[src/rtl/kedle_pkg.sv]
// ----------------------------------------------------------------------------
// kedle_pkg
// Shared types and codes for the key escape decoder and line editor.
// ----------------------------------------------------------------------------
package kedle_pkg;

    // Request kinds
    localparam logic [1:0] REQ_KEY   = 2'd0;
    localparam logic [1:0] REQ_CLEAR = 2'd1;
    localparam logic [1:0] REQ_READ  = 2'd2;

    // Command codes
    localparam logic [3:0] ACT_NONE       = 4'd0;
    localparam logic [3:0] ACT_RIGHT      = 4'd1;
    localparam logic [3:0] ACT_LEFT       = 4'd2;
    localparam logic [3:0] ACT_UP         = 4'd3;
    localparam logic [3:0] ACT_DOWN       = 4'd4;
    localparam logic [3:0] ACT_MOVE_LEFT  = 4'd5;
    localparam logic [3:0] ACT_ENTER      = 4'd6;
    localparam logic [3:0] ACT_MOVE_RIGHT = 4'd7;
    localparam logic [3:0] ACT_TYPED      = 4'd8;
    localparam logic [3:0] ACT_QUIT       = 4'd9;

    // Key bytes of interest
    localparam logic [7:0] KEY_QUIT  = 8'h60;  // backquote
    localparam logic [7:0] KEY_ESC   = 8'd27;
    localparam logic [7:0] KEY_LBRK  = 8'd91;
    localparam logic [7:0] KEY_DEL   = 8'd127;
    localparam logic [7:0] KEY_BS    = 8'd8;
    localparam logic [7:0] KEY_TILDE = 8'h7E;
    localparam logic [7:0] KEY_LF    = 8'd10;
    localparam logic [7:0] KEY_CR    = 8'd13;

    // Request payload
    typedef struct packed {
        logic [1:0] req_type;
        logic [7:0] key_byte;
        logic [4:0] read_index;
    } t_req;

    // Result payload
    typedef struct packed {
        logic [3:0] command;
        logic [5:0] line_length;
        logic [7:0] read_char;
    } t_rsp;

endpackage

[src/rtl/kedle_ram.sv]
// ----------------------------------------------------------------------------
// kedle_ram
// Generic single-write, single-read RAM with a registered read port.
// ----------------------------------------------------------------------------
module kedle_ram #(
    parameter int WIDTH = 8,
    parameter int DEPTH = 32
) (
    input  logic                     i_clk,
    input  logic                     i_we,
    input  logic [$clog2(DEPTH > 1 ? DEPTH : 2)-1:0] i_waddr,
    input  logic [WIDTH-1:0]         i_wdata,
    input  logic                     i_re,
    input  logic [$clog2(DEPTH > 1 ? DEPTH : 2)-1:0] i_raddr,
    output logic [WIDTH-1:0]         o_rdata
);

    logic [WIDTH-1:0] r_mem [DEPTH];
    logic [WIDTH-1:0] r_rdata;

    // Write port and registered read port; read data holds when not enabled
    always_ff @(posedge i_clk) begin
        if (i_we) begin
            r_mem[i_waddr] <= i_wdata;
        end
        if (i_re) begin
            r_rdata <= r_mem[i_raddr];
        end
    end

    assign o_rdata = r_rdata;

endmodule

[src/rtl/key_escape_decoder_line_editor_unit.sv]
// ----------------------------------------------------------------------------
// key_escape_decoder_line_editor_unit
// Keyboard byte decoder with arrow-key and tilde-ended escape sequences and a
// bounded line buffer held in a RAM.
// ----------------------------------------------------------------------------
//   channel   direction  handshake                payload
//   request   in         i_req_valid/o_req_ready  i_req (t_req)
//   result    out        o_rsp_valid/i_rsp_ready  o_rsp (t_rsp)
//   config    in         i_cfg_we                 i_cfg_wdata (arrow enable)
//
// One request per cycle unless a stalled result blocks it; each result appears in
// the cycle after its request, read data from the registered line RAM read. Escape
// state and line count update in the accept cycle, so requests follow back to back.
// A stalled result holds in the output register (RAM read data holds too);
// requests are still taken whenever that register is empty or being drained.
// Synchronous reset clears escape state, line count and arrow enable; the
// line RAM is not cleared since read data is shown only below the line count.
// ----------------------------------------------------------------------------
module key_escape_decoder_line_editor_unit
    import kedle_pkg::*;
#(
    parameter int LINE_MAX = 32
) (
    input  logic i_clk,
    input  logic i_rst_n,
    input  logic i_cfg_we,
    input  logic i_cfg_wdata,
    input  logic i_req_valid,
    output logic o_req_ready,
    input  t_req i_req,
    output logic o_rsp_valid,
    input  logic i_rsp_ready,
    output t_rsp o_rsp
);

    localparam int AW = $clog2(LINE_MAX > 1 ? LINE_MAX : 2);
    localparam int CW = $clog2(LINE_MAX + 1);
    localparam int KW = (CW > 5) ? CW : 5;

    typedef enum logic [1:0] {
        ESC_IDLE,
        ESC_SEEN,
        ESC_BRACKET,
        ESC_TILDE
    } t_esc;

    t_esc            r_esc, n_esc;
    logic [CW-1:0]   r_count, n_count;
    logic            r_arrow_en;
    logic            r_rsp_valid;
    logic [3:0]      r_cmd, n_cmd;
    logic [5:0]      r_len;
    logic            r_rd_hit, n_rd_hit;

    logic            accept;
    logic [7:0]      b;
    logic            do_plain;
    logic            is_alnum;
    logic            is_erase;
    logic            wr_en;
    logic [7:0]      ram_rdata;

    assign accept      = i_req_valid && o_req_ready;
    assign o_req_ready = !r_rsp_valid || i_rsp_ready;
    assign b           = i_req.key_byte;

    // Character classes
    assign is_alnum = (b >= 8'h41 && b <= 8'h5A) || (b >= 8'h61 && b <= 8'h7A) ||
                      (b >= 8'h30 && b <= 8'h39) || (b == 8'h20);
    assign is_erase = (b == KEY_BS) || (b == KEY_DEL);

    // Escape machine and command decode
    always_comb begin
        n_esc    = r_esc;
        n_cmd    = ACT_NONE;
        do_plain = 1'b0;
        if (b == KEY_QUIT) begin
            n_cmd = ACT_QUIT;
        end else if (!r_arrow_en) begin
            n_esc    = ESC_IDLE;
            do_plain = 1'b1;
        end else begin
            case (r_esc)
                ESC_IDLE: begin
                    if (b == KEY_ESC) begin
                        n_esc = ESC_SEEN;
                    end else begin
                        do_plain = 1'b1;
                    end
                end
                ESC_SEEN: begin
                    if (b == KEY_LBRK) begin
                        n_esc = ESC_BRACKET;
                    end else begin
                        n_esc    = ESC_IDLE;
                        do_plain = 1'b1;
                    end
                end
                ESC_BRACKET: begin
                    n_esc = ESC_IDLE;
                    case (b)
                        8'h41: n_cmd = ACT_UP;
                        8'h42: n_cmd = ACT_DOWN;
                        8'h43: n_cmd = ACT_RIGHT;
                        8'h44: n_cmd = ACT_LEFT;
                        8'h31: begin
                            n_cmd = ACT_ENTER;
                            n_esc = ESC_TILDE;
                        end
                        8'h32: begin
                            n_cmd = ACT_MOVE_LEFT;
                            n_esc = ESC_TILDE;
                        end
                        8'h35: begin
                            n_cmd = ACT_MOVE_RIGHT;
                            n_esc = ESC_TILDE;
                        end
                        default: do_plain = 1'b1;
                    endcase
                end
                default: begin
                    n_esc = ESC_IDLE;
                    if (b != KEY_TILDE) begin
                        do_plain = 1'b1;
                    end
                end
            endcase
        end
        if (do_plain && (b == KEY_LF || b == KEY_CR)) begin
            n_cmd = ACT_TYPED;
        end
    end

    // Line edit, clear, and read check per request kind
    always_comb begin
        n_count  = r_count;
        n_rd_hit = 1'b0;
        wr_en    = 1'b0;
        case (i_req.req_type)
            REQ_KEY: begin
                if (do_plain && is_erase) begin
                    if (r_count != '0) begin
                        n_count = r_count - CW'(1);
                    end
                end else if (do_plain && is_alnum && r_count < CW'(LINE_MAX)) begin
                    wr_en   = 1'b1;
                    n_count = r_count + CW'(1);
                end
            end
            REQ_CLEAR: n_count = '0;
            REQ_READ:  n_rd_hit = KW'(i_req.read_index) < KW'(r_count);
            default:   n_count = r_count;
        endcase
    end

    kedle_ram #(
        .WIDTH(8),
        .DEPTH(LINE_MAX)
    ) u_line_ram (
        .i_clk   (i_clk),
        .i_we    (accept && wr_en),
        .i_waddr (AW'(r_count)),
        .i_wdata (b),
        .i_re    (accept),
        .i_raddr (AW'(i_req.read_index)),
        .o_rdata (ram_rdata)
    );

    // State and result register
    always_ff @(posedge i_clk) begin
        if (!i_rst_n) begin
            r_esc       <= ESC_IDLE;
            r_count     <= '0;
            r_arrow_en  <= 1'b0;
            r_rsp_valid <= 1'b0;
        end else begin
            if (i_cfg_we) begin
                r_arrow_en <= i_cfg_wdata;
            end
            if (accept) begin
                if (i_req.req_type == REQ_KEY) begin
                    r_esc <= n_esc;
                end
                r_count     <= n_count;
                r_rsp_valid <= 1'b1;
            end else if (i_rsp_ready) begin
                r_rsp_valid <= 1'b0;
            end
        end
        if (accept) begin
            r_cmd    <= (i_req.req_type == REQ_KEY) ? n_cmd : ACT_NONE;
            r_len    <= 6'(n_count);
            r_rd_hit <= n_rd_hit;
        end
    end

    assign o_rsp_valid       = r_rsp_valid;
    assign o_rsp.command     = r_cmd;
    assign o_rsp.line_length = r_len;
    assign o_rsp.read_char   = r_rd_hit ? ram_rdata : 8'd0;

endmodule
[config.mk]
export PLATFORM = sky130hd
export DESIGN_NAME = key_escape_decoder_line_editor_unit
export DESIGN_NICKNAME = d
export VERILOG_FILES = /design/src/rtl/kedle_pkg.sv /design/src/rtl/kedle_ram.sv /design/src/rtl/key_escape_decoder_line_editor_unit.sv
export SDC_FILE = /design/constraint.sdc
export NUM_CORES = 1
export LEC_CHECK = 0
export BUFFER_PORTS_ARGS = -buffer_cell sky130_fd_sc_hd__buf_2
export CORE_MARGIN = 2
export CORE_UTILIZATION = 50
export DETAILED_ROUTE_END_ITERATION = 8
export HOLD_SLACK_MARGIN = 0.03
export PLACE_DENSITY = 0.66
export SETUP_SLACK_MARGIN = 0.02
export SYNTH_ARGS = -nofsm -noshare
export SYNTH_HDL_FRONTEND = slang
export SYNTH_SLANG_ARGS = --single-unit
[constraint.sdc]
create_clock -name i_clk -period 10.3 [get_ports i_clk]
set_clock_uncertainty 0.2 [all_clocks]
set_input_delay 2.06 -clock i_clk [delete_from_list [all_inputs] [get_ports i_clk]]
set_output_delay 2.06 -clock i_clk [all_outputs]
set_load 0.02 [all_outputs]
==> results_dict.tcl <==
set metrics [dict create \
    relSlewSlack 0.362 \
    grt_pass1_vias 6179 \
    multi_input_area_mm2 0.00322 \
    grt_pass1_wl_um 39000 \
    io_buffer_count 40 \
    worst_slew_pin_slew_ns 0.957 \
    final_common_cell "edfxtp_1" \
    syn2layout_area_growth_pct 11.5 \
    num_io_pins 41 \
    rsz0062_at_grt "false" \
    avgViaCountPerCell 6.21 \
    fin_area_mm2 0.0132 \
    nFillCells 1777 \
    syn-num-nets 668 \
    finalCritPeriodShare 0.546 \
    core_area_mm2 0.0234 \
    outcome "finished clean" \
    routabilityCongestion 0.939 \
    cts_tree "yes" \
    drt_iter0_drc 694 \
    yosysSeqAreaShare 0.712 \
    post-route-min-period_ns 5.63 \
    clk_pin_slew_ns 0.06 \
    postCtsSetupRepairBufs 0 \
    hpwl_um 16500 \
    synthFlopType "edfxtp_1" \
    mostFrequentLayoutCells "275 x edfxtp_1, 80 x mux4_2, 53 x nor2_1" \
    antenna_found_initial 1 \
    routedWlPerCell_um 25.6 \
    timing.final.ws_setup_ns 4.67 \
    grt_start_max_net_pins 66 \
    insertion_delay_ns 0.54 \
    crit_path_max_incr_delay_ns 0.75 \
    num_antenna_cells 0 \
    cpMaxStageDelayCell "nor2_1" \
    regArea_mm2 0.00846 \
    cts-resized-gates 0 \
    initial_core_util 0.508 \
    grt_usage 0.218 \
    nNetsFinal 711 \
    peakVddDrop_uv 136 \
    startpoint_type "input port" \
    syn_area_mm2 0.0119 \
    path_class "input port to flip-flop" \
    leakagePower_nw 4.14 \
    setup-violations-final 0 \
    dr.pass1.iters 4 \
    die_h_um 158 \
    die_w_um 158 \
    synth_cells 639 \
    htree_levels 1 \
    netlist-cell-type-count 59 \
    postRouteAntennaNets 0 \
    overflow 0 \
    drive_gt1_frac 0.258 \
    ys_ff_latch 285 \
    cp-end-kind "flip-flop" \
    crit_path_cell_trace "buf_2, nand4bb_1, a2111oi_4, or4_1, a2bb2oi_2, and2_4, nand3_1, nor2_1" \
    min_path_type "flip-flop to flip-flop" \
    yosys_warnings 0 \
    cts_hold_buffers 0 \
    drc 0 \
    cts.sinks 285 \
    avgSynthCellArea_um2 18.6 \
    async_flop_share 0 \
    hold_viol_final 0 \
    maxCapViolCount 0 \
    vias 6338 \
    drv_slew 0 \
    die_area_mm2 0.0250 \
    max_freq_mhz 178 \
    arrival_ns 5.60 \
    worstPathRequired_ns 10.27 \
    dpl_cell_area_mm2 0.0124 \
    p_per_area_mw_per_mm2 178 \
    numCtsBuffers 28 \
    cts-root-buf "clkbuf_16" \
    wl_um 26200 \
    cp_max_fo 39 \
    std_cell_rows 56 \
    reg2reg_slack_ns 6.77 \
    fin_setup_tns_ns 0 \
    pre_cts_slack_ns 4.04 \
    clk_path_buf_depth 3 \
    synth-edff-count 275 \
]
[state kept, by name, summed over array words and instances (netlist names)]
register and flops:
r_arrow_en 1, r_count 6, u_line_ram.r_mem 256, r_cmd 4
o_rsp_valid 1, r_rd_hit 1, u_line_ram.o_rdata 8, r_len 6
r_esc 2
[synthesized netlist by cell type, types with 2 or more instances]
master / count / area [um2]
a2111oi_0: 3 / 26.3
a211oi_1: 5 / 37.5
a21o_1: 4 / 30.0
a21oi_1: 16 / 80.1
a22oi_1: 2 / 15.0
a31oi_1: 3 / 18.8
and2_1: 10 / 62.6
and3_1: 3 / 18.8
buf_1: 2 / 7.51
buf_2: 7 / 35.0
buf_6: 2 / 22.5
clkbuf_1: 25 / 93.8
clkinv_1: 3 / 11.3
dfxtp_1: 10 / 200
edfxtp_1: 275 / 8260
ha_1: 8 / 100
inv_1: 9 / 33.8
mux2_2: 8 / 90.1
mux2i_1: 3 / 30.0
mux4_2: 80 / 1800
nand2_1: 16 / 60.1
nand2b_1: 8 / 50.1
nand3_1: 14 / 70.1
nand4_1: 4 / 25.0
nand4b_1: 2 / 17.5
nor2_1: 53 / 199
nor2b_1: 2 / 12.5
nor3_1: 12 / 60.1
nor3b_1: 2 / 15.0
nor4_1: 5 / 31.3
o211ai_1: 4 / 30.0
o21ai_0: 5 / 25.0
o21ai_1: 4 / 20.0
o221a_2: 2 / 22.5
or3_1: 3 / 18.8
or4_1: 2 / 15.0
[critical path, delay by kind of cell]
family                 cells  cell delay, ns
AOI/OAI and AO/OA          2            0.38
buffers and inverters      1            0.59
and+or+nand+nor            5            2.52
[final cells by class]
cell class              instances  area share
clock buffers                  40      0.0587
clock inverters                10     0.00558
inverters                      12     0.00340
multi-input cells             306       0.243
flip-flops and latches        285       0.639
well taps                     319      0.0301
repair buffers                 49      0.0204
[through the flow]
step                utilization  hold slack (ns)  total power [W]  instances
global route              0.566            0.374          0.00243       1021
CTS                       0.566            0.333          0.00238       1021
global placement          0.529            0.290          0.00143        971
finish                    0.566            0.332          0.00236       1021
floorplan                     -            0.288          0.00138        639
detailed placement        0.529            0.317          0.00144        971
[power by group]
| part | leakage, nW | internal [W] | total (W) | switching, W |
|---|---|---|---|---|
| registers | 2.57 | 0.00128 | 0.00128 | 0.00000266 |
| logic | 1.16 | 0.0000512 | 0.000130 | 0.0000792 |
| clock network | 0.415 | 0.000546 | 0.000952 | 0.000406 |
[worst paths after layout]
| check | start | endpoint | cells past startpoint |
|---|---|---|---|
| worst max-delay path | i_req[11] | u_line_ram.r_mem[24][1] | 8 |
| worst min-delay path | o_rsp_valid | o_rsp_valid | 2 |
| worst max register to register | o_rsp_valid | u_line_ram.r_mem[24][1] | 7 |
| worst min register to register | o_rsp_valid | o_rsp_valid | 2 |
[per-layer routing]
layer  wire length [um]  vias to the layer above  part of all wire  global-route usage
li1                   -                     2713                 -                   -
met1              11200                     3250              0.43               0.318
met2              12200                      322              0.47               0.340
met3               2080                       53             0.080              0.0389
met4                700                        0             0.027              0.0674
met5                  0                        -                 0                   0
[logic make-up after synthesis]
group | after synthesis | share of synthesized area
muxes | 91 | 0.162
AOI/OAI and AO/OA | 64 | 0.0396
adders and majority gates | 8 | 0.00843
DFF | 285 | 0.712
buffers and inverters | 48 | 0.0172
and+or+nand+nor | 143 | 0.0609
Note: power is estimated with default switching activity, not from simulation.
